`src/hdl/kerg_pkg.sv`:
```
// kerg_pkg: shared types and constants for the key event repeat generator
// used by kerg_mod and key_event_repeat_generator; depends on nothing else
package kerg_pkg;

    localparam int DATA_W       = 32;
    localparam int IN_KEYS      = 16;
    localparam int MASK_W       = 16;
    localparam int KEY_IDX_W    = 4;
    localparam int KIND_W       = 2;
    localparam int CFG_IDX_W    = 2;
    localparam int STEP_W       = $clog2(DATA_W);
    localparam int DEF_NUM_KEYS = 16;

    // register indexes on the configuration port
    localparam logic [CFG_IDX_W-1:0] CFG_REPEAT_DELAY = 2'd0;
    localparam logic [CFG_IDX_W-1:0] CFG_REPEAT_PAUSE = 2'd1;
    localparam logic [CFG_IDX_W-1:0] CFG_CLICK_LIMIT  = 2'd2;
    localparam logic [CFG_IDX_W-1:0] CFG_IGNORE_MASK  = 2'd3;

    // register reset values
    localparam logic [DATA_W-1:0] RST_REPEAT_DELAY = 32'd30;
    localparam logic [DATA_W-1:0] RST_REPEAT_PAUSE = 32'd8;
    localparam logic [DATA_W-1:0] RST_CLICK_LIMIT  = 32'd30;
    localparam logic [MASK_W-1:0] RST_IGNORE_MASK  = 16'h3000;

    typedef enum logic [KIND_W-1:0] {
        EV_DOWN   = 2'd0,
        EV_REPEAT = 2'd1,
        EV_UP     = 2'd2,
        EV_CLICK  = 2'd3
    } ev_kind_t;

    // request to the shared remainder unit
    typedef struct packed {
        logic              start;
        logic [DATA_W-1:0] dividend;
        logic [DATA_W-1:0] divisor;
    } mod_req_t;

    // answer from the shared remainder unit
    typedef struct packed {
        logic done;
        logic rem_zero;
    } mod_rsp_t;

endpackage

```
`src/hdl/kerg_mod.sv`:
```
// kerg_mod: iterative restoring remainder unit, one quotient bit per cycle
// depends on kerg_pkg for widths and the request/response structs
module kerg_mod
    import kerg_pkg::*;
(
    input  logic     clk,
    input  logic     rst_n,
    input  mod_req_t req,
    output mod_rsp_t rsp
);

    localparam logic [STEP_W-1:0] LAST_STEP = STEP_W'(DATA_W - 1);

    logic              busy_reg, busy_next;
    logic              done_reg, done_next;
    logic [STEP_W-1:0] step_reg, step_next;
    logic [DATA_W-1:0] rem_reg, rem_next;
    logic [DATA_W-1:0] dvd_reg, dvd_next;
    logic [DATA_W-1:0] div_reg, div_next;

    logic [DATA_W:0]   trial;
    logic [DATA_W:0]   diff;

    // shift in next dividend bit, subtract when it fits
    assign trial = {rem_reg, dvd_reg[DATA_W-1]};
    assign diff  = trial - {1'b0, div_reg};

    always_comb
    begin
        busy_next = busy_reg;
        done_next = 1'b0;
        step_next = step_reg;
        rem_next  = rem_reg;
        dvd_next  = dvd_reg;
        div_next  = div_reg;
        if (req.start)
        begin
            busy_next = 1'b1;
            step_next = '0;
            rem_next  = '0;
            dvd_next  = req.dividend;
            div_next  = req.divisor;
        end
        else if (busy_reg)
        begin
            rem_next  = (trial >= {1'b0, div_reg}) ? diff[DATA_W-1:0] : trial[DATA_W-1:0];
            dvd_next  = {dvd_reg[DATA_W-2:0], 1'b0};
            step_next = step_reg + 1'b1;
            if (step_reg == LAST_STEP)
            begin
                busy_next = 1'b0;
                done_next = 1'b1;
            end
        end
    end

    always_ff @(posedge clk or negedge rst_n)
    begin
        if (!rst_n)
        begin
            busy_reg <= 1'b0;
            done_reg <= 1'b0;
            step_reg <= '0;
        end
        else
        begin
            busy_reg <= busy_next;
            done_reg <= done_next;
            step_reg <= step_next;
        end
    end

    always_ff @(posedge clk)
    begin
        rem_reg <= rem_next;
        dvd_reg <= dvd_next;
        div_reg <= div_next;
    end

    assign rsp.done     = done_reg;
    assign rsp.rem_zero = (rem_reg == '0);

    a_start_when_free: assert property (@(posedge clk) disable iff (!rst_n)
        req.start |-> !busy_reg)
        else $error("remainder unit started while busy");

    a_done_ends_busy: assert property (@(posedge clk) disable iff (!rst_n)
        done_reg |-> !busy_reg)
        else $error("remainder unit done while still busy");

    a_last_step_done: assert property (@(posedge clk) disable iff (!rst_n)
        busy_reg && step_reg == LAST_STEP && !req.start |=> done_reg)
        else $error("remainder unit missed its done pulse");

endmodule

```
`src/hdl/key_event_repeat_generator.sv`:
```
// key_event_repeat_generator: typematic repeat and click detection over a key bitmap
// depends on kerg_pkg and kerg_mod (shared remainder unit)
// output: events wait in a pending slot, then move to the output register when a newer one or the flush comes
// throughput: one frame at a time; the walk visits every key, a click event takes an extra step,
//   a held key past the repeat delay waits on the 32-step remainder unit and takes one more
//   step when it repeats, and output stalls hold the walk
// reset: async active low; held counters clear, registers take their defaults, block idles
module key_event_repeat_generator
    import kerg_pkg::*;
#(
    parameter int NUM_KEYS = DEF_NUM_KEYS
)
(
    input  logic                 clk,
    input  logic                 rst_n,
    // configuration write port
    input  logic                 cfg_wr_en,
    input  logic [CFG_IDX_W-1:0] cfg_index,
    input  logic [DATA_W-1:0]    cfg_data,
    // frame input channel
    input  logic                 in_valid,
    output logic                 in_stall,
    input  logic [MASK_W-1:0]    held_keys,
    // event output channel
    output logic                 out_valid,
    input  logic                 out_stall,
    output logic [KEY_IDX_W-1:0] key_index,
    output logic [KIND_W-1:0]    event_kind,
    output logic                 last
);

    localparam int KEY_W = (NUM_KEYS > 1) ? $clog2(NUM_KEYS) : 1;
    localparam logic [KEY_W-1:0] LAST_KEY = KEY_W'(NUM_KEYS - 1);

    // sequencer states
    typedef enum logic [5:0] {
        ST_IDLE    = 6'b000001,
        ST_EXAMINE = 6'b000010,
        ST_MOD     = 6'b000100,
        ST_REPEAT  = 6'b001000,
        ST_CLICK   = 6'b010000,
        ST_FLUSH   = 6'b100000
    } state_t;

    state_t state_reg, state_next;

    // configuration registers
    logic [DATA_W-1:0] delay_reg;
    logic [DATA_W-1:0] pause_reg;
    logic [DATA_W-1:0] click_reg;
    logic [MASK_W-1:0] mask_reg;

    // frame and walk position
    logic [MASK_W-1:0] frame_reg;
    logic [KEY_W-1:0]  k_reg, k_next;

    // per-key held-frame counters, read and written at the walk position only
    logic [DATA_W-1:0] cnt_reg [NUM_KEYS];
    logic              cnt_we;
    logic [DATA_W-1:0] cnt_wdata;

    // one pending event holds back so the last one of a frame can be flagged
    logic                 pend_valid_reg;
    logic [KEY_IDX_W-1:0] pend_key_reg;
    ev_kind_t             pend_kind_reg;

    // output register
    logic                 out_valid_reg;
    logic [KEY_IDX_W-1:0] key_index_reg;
    logic [KIND_W-1:0]    event_kind_reg;
    logic                 last_reg;

    logic [31:0]          k_ext;
    logic                 key_live;
    logic [KEY_IDX_W-1:0] key_bit;
    logic                 held;
    logic                 masked;
    logic [DATA_W-1:0]    cur_cnt;
    logic                 cnt_zero;
    logic                 rep_gate;
    logic                 out_free;
    logic                 push_ok;
    logic                 push_go;
    ev_kind_t             push_kind;
    logic                 flush_go;
    logic                 adv;
    logic                 out_load;

    mod_req_t mod_req;
    mod_rsp_t mod_rsp;

    kerg_mod u_mod
    (
        .clk   (clk),
        .rst_n (rst_n),
        .req   (mod_req),
        .rsp   (mod_rsp)
    );

    // current key decode; keys past the input width are never held nor masked
    assign k_ext    = 32'(k_reg);
    assign key_live = (k_ext < IN_KEYS);
    assign key_bit  = k_ext[KEY_IDX_W-1:0];
    assign held     = key_live && frame_reg[key_bit];
    assign masked   = key_live && mask_reg[key_bit];
    assign cur_cnt  = cnt_reg[k_reg];
    assign cnt_zero = (cur_cnt == '0);

    // repeat is only worth a remainder test past a nonzero delay with a nonzero pause
    assign rep_gate = (delay_reg != '0) && (cur_cnt > delay_reg) && (pause_reg != '0);

    // an event can be pushed when the pending slot is empty or can move out now
    assign out_free = !out_valid_reg || !out_stall;
    assign push_ok  = !pend_valid_reg || out_free;

    always_comb
    begin
        state_next       = state_reg;
        k_next           = k_reg;
        cnt_we           = 1'b0;
        cnt_wdata        = cur_cnt + 1'b1;
        push_go          = 1'b0;
        push_kind        = EV_DOWN;
        flush_go         = 1'b0;
        adv              = 1'b0;
        mod_req.start    = 1'b0;
        mod_req.dividend = cur_cnt;
        mod_req.divisor  = pause_reg;

        case (state_reg)
            ST_IDLE:
            begin
                if (in_valid)
                begin
                    k_next     = '0;
                    state_next = ST_EXAMINE;
                end
            end
            ST_EXAMINE:
            begin
                if (masked)
                begin
                    adv = 1'b1;
                end
                else if (held)
                begin
                    if (cnt_zero)
                    begin
                        // fresh press
                        push_kind = EV_DOWN;
                        if (push_ok)
                        begin
                            push_go = 1'b1;
                            cnt_we  = 1'b1;
                            adv     = 1'b1;
                        end
                    end
                    else if (rep_gate)
                    begin
                        mod_req.start = 1'b1;
                        state_next    = ST_MOD;
                    end
                    else
                    begin
                        cnt_we = 1'b1;
                        adv    = 1'b1;
                    end
                end
                else if (!cnt_zero)
                begin
                    // release after hold, short holds also click
                    push_kind = EV_UP;
                    if (push_ok)
                    begin
                        push_go   = 1'b1;
                        cnt_we    = 1'b1;
                        cnt_wdata = '0;
                        if (cur_cnt < click_reg)
                        begin
                            state_next = ST_CLICK;
                        end
                        else
                        begin
                            adv = 1'b1;
                        end
                    end
                end
                else
                begin
                    adv = 1'b1;
                end
            end
            ST_MOD:
            begin
                if (mod_rsp.done)
                begin
                    if (mod_rsp.rem_zero)
                    begin
                        state_next = ST_REPEAT;
                    end
                    else
                    begin
                        cnt_we = 1'b1;
                        adv    = 1'b1;
                    end
                end
            end
            ST_REPEAT:
            begin
                push_kind = EV_REPEAT;
                if (push_ok)
                begin
                    push_go = 1'b1;
                    cnt_we  = 1'b1;
                    adv     = 1'b1;
                end
            end
            ST_CLICK:
            begin
                push_kind = EV_CLICK;
                if (push_ok)
                begin
                    push_go = 1'b1;
                    adv     = 1'b1;
                end
            end
            ST_FLUSH:
            begin
                // hand the held-back event out flagged as the frame's last
                if (!pend_valid_reg)
                begin
                    state_next = ST_IDLE;
                end
                else if (out_free)
                begin
                    flush_go   = 1'b1;
                    state_next = ST_IDLE;
                end
            end
            default:
            begin
                state_next = ST_IDLE;
            end
        endcase

        // step to the next key or finish the walk
        if (adv)
        begin
            if (k_reg == LAST_KEY)
            begin
                state_next = ST_FLUSH;
            end
            else
            begin
                k_next     = k_reg + 1'b1;
                state_next = ST_EXAMINE;
            end
        end
    end

    // pending event moves to the output register when a newer one arrives or at flush
    assign out_load = (push_go && pend_valid_reg) || flush_go;

    always_ff @(posedge clk or negedge rst_n)
    begin
        if (!rst_n)
        begin
            state_reg      <= ST_IDLE;
            k_reg          <= '0;
            delay_reg      <= RST_REPEAT_DELAY;
            pause_reg      <= RST_REPEAT_PAUSE;
            click_reg      <= RST_CLICK_LIMIT;
            mask_reg       <= RST_IGNORE_MASK;
            pend_valid_reg <= 1'b0;
            out_valid_reg  <= 1'b0;
            for (int i = 0; i < NUM_KEYS; i++)
            begin
                cnt_reg[i] <= '0;
            end
        end
        else
        begin
            state_reg <= state_next;
            k_reg     <= k_next;

            if (cfg_wr_en)
            begin
                case (cfg_index)
                    CFG_REPEAT_DELAY: delay_reg <= cfg_data;
                    CFG_REPEAT_PAUSE: pause_reg <= cfg_data;
                    CFG_CLICK_LIMIT:  click_reg <= cfg_data;
                    CFG_IGNORE_MASK:  mask_reg  <= cfg_data[MASK_W-1:0];
                    default:          ;
                endcase
            end

            if (cnt_we)
            begin
                cnt_reg[k_reg] <= cnt_wdata;
            end

            if (push_go)
            begin
                pend_valid_reg <= 1'b1;
            end
            else if (flush_go)
            begin
                pend_valid_reg <= 1'b0;
            end

            if (out_load)
            begin
                out_valid_reg <= 1'b1;
            end
            else if (out_valid_reg && !out_stall)
            begin
                out_valid_reg <= 1'b0;
            end
        end
    end

    // payload registers
    always_ff @(posedge clk)
    begin
        if (state_reg == ST_IDLE && in_valid)
        begin
            frame_reg <= held_keys;
        end
        if (push_go)
        begin
            pend_key_reg  <= key_bit;
            pend_kind_reg <= push_kind;
        end
        if (out_load)
        begin
            key_index_reg  <= pend_key_reg;
            event_kind_reg <= pend_kind_reg;
            last_reg       <= flush_go;
        end
    end

    assign in_stall   = (state_reg != ST_IDLE);
    assign out_valid  = out_valid_reg;
    assign key_index  = key_index_reg;
    assign event_kind = event_kind_reg;
    assign last       = last_reg;

    // a frame transaction always starts the walk at key zero
    a_walk_start: assert property (@(posedge clk) disable iff (!rst_n)
        in_valid && !in_stall |=> state_reg == ST_EXAMINE && k_reg == '0)
        else $error("walk did not start at key zero");

    // every frame leaves nothing held back once idle
    a_idle_drained: assert property (@(posedge clk) disable iff (!rst_n)
        state_reg == ST_IDLE |-> !pend_valid_reg)
        else $error("pending event left behind at idle");

    // the remainder test is always followed by waiting on it
    a_mod_wait: assert property (@(posedge clk) disable iff (!rst_n)
        mod_req.start |=> state_reg == ST_MOD)
        else $error("remainder started without waiting for it");

    // flush only after the last key
    a_flush_at_end: assert property (@(posedge clk) disable iff (!rst_n)
        state_reg == ST_FLUSH |-> k_reg == LAST_KEY)
        else $error("flush before the walk finished");

endmodule
```
`config.mk`:
```
export PLATFORM = sky130hd
export DESIGN_NAME = key_event_repeat_generator
export DESIGN_NICKNAME = d
export VERILOG_FILES = /design/src/hdl/kerg_pkg.sv /design/src/hdl/kerg_mod.sv /design/src/hdl/key_event_repeat_generator.sv
export SDC_FILE = /design/constraint.sdc
export NUM_CORES = 2
export LEC_CHECK = 0
export BUFFER_PORTS_ARGS = -buffer_cell sky130_fd_sc_hd__buf_4
export CAP_MARGIN = 40
export CORE_UTILIZATION = 50
export CTS_CLUSTER_DIAMETER = 150
export DETAILED_ROUTE_END_ITERATION = 10
export GPL_ROUTABILITY_DRIVEN = 0
export GPL_TIMING_DRIVEN = 1
export PLACE_DENSITY = 0.66
export SLEW_MARGIN = 20
export SYNTH_ARGS = -nofsm -noshare
export SYNTH_HDL_FRONTEND = slang
export SYNTH_SLANG_ARGS = --single-unit
```
`constraint.sdc`:
```
create_clock -name clk -period 8.5 [get_ports clk]
set_clock_uncertainty 0.05 [all_clocks]
set_input_delay 1.275 -clock clk [delete_from_list [all_inputs] [get_ports clk]]
set_output_delay 1.275 -clock clk [all_outputs]
set_load 0.05 [all_outputs]
```
After elaboration in Yosys (flattened, before gate mapping). Cells that the tools add are included.

Add/sub/neg operators: 4. $lt $le $gt $ge: 7. Equality and inequality tests: 22. Mux-type cells: 80. Bitwise gates (word level): 1. Reductions and logical operators: 28.

Operators with widths (number): $bwmux W512 (1); $mux W32 (11); $bmux W32 S4 (1); $demux W32 S4 (1); $mux W6 (14); $logic_not A32 Y1 (2); $reduce_bool A32 Y1 (2); $mux W1 (36); $ge A33 B32 Y1 (1); $add A32 B1 Y32 const B (1); $gt A32 B32 Y1 (1); $lt A32 B32 Y1 (1); $sub A32 B32 Y32 (1); $pmux W6 S5 (1); $mux W4 (4); $ne A4 B4 Y1 const B (4); $ne A3 B3 Y1 const B (4); $lt A4 B5 Y1 const B (2); $mux W5 (2); $reduce_and A10 Y1 (1); $bmux W1 S4 (2); $logic_and A1 B1 Y1 (8); $reduce_and A2 Y1 (4); $eq A6 B1 Y1 const B (1); other kinds (26) (36).

Register bits: 768. Bits of input ports: 55. Output and inout bits: 9. Logic and storage cells: 178.

Longest topological paths before layout.
Depth in word-level cells: 14. Mapped depth: 22. Mapped depth without buffers: 15.

By module. A second synthesis with hierarchy kept.

Cells, all modules: 2820. Area total of the unflattened synthesis: 38064.0 µm².

By module, submodules not included: key_event_repeat_generator (times used 1, cells each 2247, area an instance 32122.1 µm², sequential area each 16801.1 µm²); kerg_mod (times used 1, cells each 573, area an instance 5941.9 µm², sequential area each 2737.6 µm²).

Worst setup path before layout. Ideal clock, no wire load.

Path kind: register to register. Start: register k_reg[0]. End: register u_mod.div_reg[0], enable pin. Library setup time: 0.409 ns. Arrival: 5.164 ns. Data required time: 8.041 ns. Path slack: 2.877 ns. Cell stages (with the launch flop): 19. Buffers on the path: 8. Clock period less this slack: 5.623 ns. Cell sequence: dfrtp_1 -> buf_6 -> buf_6 -> buf_4 -> buf_4 -> buf_6 -> mux4_2 -> mux4_2 -> ha_1 -> nor2b_1 -> o21bai_1 -> a21boi_0 -> o311a_1 -> o21ai_0 -> or3_1 -> clkbuf_1 -> inv_1 -> clkbuf_1 -> buf_1.

RTL lines: from (decl) (line key_event_repeat_generator.sv:55) `logic [KEY_W-1:0] k_reg, k_next;`; from (signal assigned) (line key_event_repeat_generator.sv:284) `k_reg <= k_next;`; to (signal assigned) (line kerg_mod.sv:77) `div_reg <= div_next;`; to (decl) (line kerg_mod.sv:19) `logic [DATA_W-1:0] div_reg, div_next;`.

Final worst setup path.
Start: register k_reg[0]. End: register cnt_reg[332] in the netlist's numbering.

Cells in the longest elaborated chain, start to end: 12. Elaborated cells on any way between the ends: 33. Classes of those cells: 1 x add/sub; 4 x order compare; 21 x mux; 1 x bitwise; 6 x reduce/logical.

Ends and longest elaborated chain: $not A4 Y5 (implied by the code) (line key_event_repeat_generator.sv:106, key_event_repeat_generator.sv:299); $bmux W32 S4 (line key_event_repeat_generator.sv:106) `assign cur_cnt = cnt_reg[k_reg];`; $mux W32 (implied by the code) (2 in a row) (line key_event_repeat_generator.sv:106); $gt A32 B32 Y1 (line key_event_repeat_generator.sv:110) `assign rep_gate = (delay_reg != '0) && (cur_cnt > delay_reg) && (pause_reg != '0);`; $logic_and A1 B1 Y1 (2 in a row) (line key_event_repeat_generator.sv:110); $mux W1 (line key_event_repeat_generator.sv:158) `else if (rep_gate)`; $mux W1 (line key_event_repeat_generator.sv:147) `if (cnt_zero)`; $mux W1 (line key_event_repeat_generator.sv:145) `else if (held)`; $mux W1 (line key_event_repeat_generator.sv:141) `if (masked)`; $pmux W1 S3 (line key_event_repeat_generator.sv:130) `case (state_reg)`; to (signal, indexed assignment) (line key_event_repeat_generator.sv:299) `cnt_reg[k_reg] <= cnt_wdata;`; to (decl) (line key_event_repeat_generator.sv:58) `logic [DATA_W-1:0] cnt_reg [NUM_KEYS];`.

Parallel ways exist; a longest one is shown, timed or not. The select of a mux whose other input is x is not followed. A chain may end at the register's enable or synchronous reset.

==> run metrics <==
Fill cells=5936; Fin. Hold Viols=0; Tightest Hold Check Type=register to register; Die Y=276 µm; drt total wl=91000 µm; Yosys reg bits=768; Initial Utilization=50.6%; Setup crit start kind=register; Post-synth EDFFs=93; post-route clock period utilization=80.2%; final core occ=56.3%; PostCTS Resize Cnt=0; CP required=8960 ps; All-Layer GR Usage=24.4%; clock root cell=clkbuf_16; leakage=20.2 nW; per-cell routed wire length=23.4 µm; Synth top area share=41.9%; Post-Synth Simple-Gate Area=6.45%; crit path max fanout=32; post-route setup TNS=0 ps; commonest cells after routing, fill and taps aside=628 x dfrtp_1, 334 x mux2_1, 262 x mux2_2; number of flip-flops in the largest register=512; core area=0.0744 mm²; Synth warnings=0; sequential fraction of the synthesis area=51.9%; Least-Margin Pin Slew=1070 ps; Fmax=0.147 GHz; CP arrival=7280 ps; Max H-tree Level=3; initial antenna violation count=0; vias per cell=5.97; number of I/O port buffers=63; HPWL Detailed=58800 µm; vias=23200; Crit. End Element=register; global-route wire length before repair=145000 µm; pin count of the biggest net entering global routing=180; Rel. slew slack=28.5%; endpoints failing setup=0; Post-synth ARST share=83.7%; VDD IR max=0.224 mV; Synth area leaders=dfrtp_1 42%, mux2_1 10%, mux4_2 8.4%; CTS Buf Count=82; RSZ-0062 raised after global routing=false; Max Cap Viol=0; Net Count, Synth=2961; fin crit period=6820 ps; Post-Place Cells=3716; Clock Pin Slew Worst Setup and Hold Paths=60 ps; I/O pin count=64; commonest non-fill, non-tap cell in the layout=dfrtp_1; mux cell area share after synthesis=27.0%; vias in the first global route=25200; clk_lat worst skew=650 ps; antenna fix cells=0; largest family of logic cells by synthesized area=multiplexers; Die Area=0.0764 mm²; adder-cell share of the synthesized area=3.47%; post-synthesis compound-gate area fraction=5.42%; post-route ant nets=0; Hold Buf Count CTS=0; syn_area_per_cell=13.4 µm²; Slew Limit Fails=0; PD cells=237 mW/mm²; CTS tree=done; Detailed Routing Iterations Pass 1=7; clock buffer depth=3; Yosys top cell by area=dfrtp_1; area share of xor/xnor cells in the synthesized design=1.44%; area delta synth->final=11.2%; nets=3011; post-synthesis cell type count=74; Gate Count Post-Synth=2802; Setup CP Type=register to register; status=finished, final reports clean; Top FF cell, synth=dfrtp_1; DRC Markers=0; Hold Worst Slack=367 ps; Post-CTS Setup Bufs=0; share of layout cells above drive strength 1=24.9%; die extent in x=276 µm; synthesized cell area=0.0377 mm²; Final Instance Count excl. Fillers=3890; row count=100; CTS Sinks=768; DRT iter0 DRCs=1449; grt ovf=0
-- metrics by stage --
step / total power, mW / setup slack, ps / area (µm²)
floorplan: 5.66 / 2880 / 37700
global placement: 6.21 / 1870 / 38700
detailed placement: 6.28 / 1720 / 38800
CTS: 9.97 / 1660 / 41600
global route: 10.3 / 1400 / 41900
finish: 9.92 / 1680 / 41900
-- power by group --
part | switching, mW | internal, mW
combinational | 1.27 | 0.807
sequential | 0.185 | 3.98
clock | 1.50 | 2.17
-- logic make-up (layout without fill, tap and decap cells) --
group,Yosys count,after routing
flip-flops,768,768
multiplexers,767,767
AND/OR/NAND/NOR,486,486
AO/OA/AOI/OAI,316,316
buffers and inverters,299,418
adder cells (fa/ha/maj),104,104
XOR/XNOR,62,62
-- final cells by class --
| cell class | instances | area (µm²) | area share, % |
|---|---|---|---|
| inverters | 120 | 450 | 1.08 |
| repair buffers | 145 | 1320 | 3.15 |
| clock buffers | 114 | 2370 | 5.65 |
| multi-input cells | 1735 | 16600 | 39.5 |
| flip-flops and latches | 768 | 19500 | 46.7 |
| clock inverters | 39 | 439 | 1.05 |
| well taps | 969 | 1210 | 2.89 |
-- final timing paths --
path,to,cells after the start,slack [ps],start
worst max-delay path,cnt_reg[332],16,1680,k_reg[0]
worst min register to register,event_kind[0],0,370,pend_kind_reg[0]
max in group asynchronous,cnt_reg[48],2,6240,rst_n
worst min-delay path,event_kind[0],0,370,pend_kind_reg[0]
worst max register to register,cnt_reg[332],16,1680,k_reg[0]
min in group asynchronous,u_mod.step_reg[0],1,620,rst_n
-- synthesized netlist by cell type (5+ instances only) --
cell and count:
buf_1 14, buf_6 11, nand2_1 210, mux2_1 334, nand4_1 33, and4_1 6
nor4_1 38, dfrtp_1 631, buf_8 31, mux4_2 140, o21ai_0 80, nor2_1 90
ha_1 103, dfstp_2 12, or3_1 6, dfxtp_1 32, buf_4 16, xnor2_1 26
a21o_1 26, a21oi_1 72, inv_1 119, o21a_1 8, mux2i_1 31, buf_2 16
nor3_1 13, a211oi_1 17, xor2_1 36, o21bai_1 5, mux2_2 262, clkbuf_1 91
edfxtp_1 93, a22oi_1 60, a31o_2 5, and3_1 8, nand3_1 25, and2_1 6
nor2b_1 9, nand3_4 10, nand2b_1 9
-- worst max-delay path, stage by stage, from the launching register on --
cell and delay [ps]:
dfrtp_4 520, buf_4 510, mux4_2 590, a22oi_1 280, nand2_1 330, ha_1 400
and4_1 190, nand2_1 80, nor4_1 780, a31oi_1 150, o21ai_0 220, nor2_1 90
a211oi_1 240, or3_1 610, buf_4 340, nand3_4 630, mux2_1 580
-- metal layers --
metal  track usage [%]  up-vias  part of all wire [%]
li1                  -    10400                     -
met1              31.6    12200                    42
met2              41.8      521                    50
met3              3.47      168                   4.2
met4              8.74        0                   3.2
met5                 0        -                     0
Note: power is estimated with default switching activity, not from simulation.
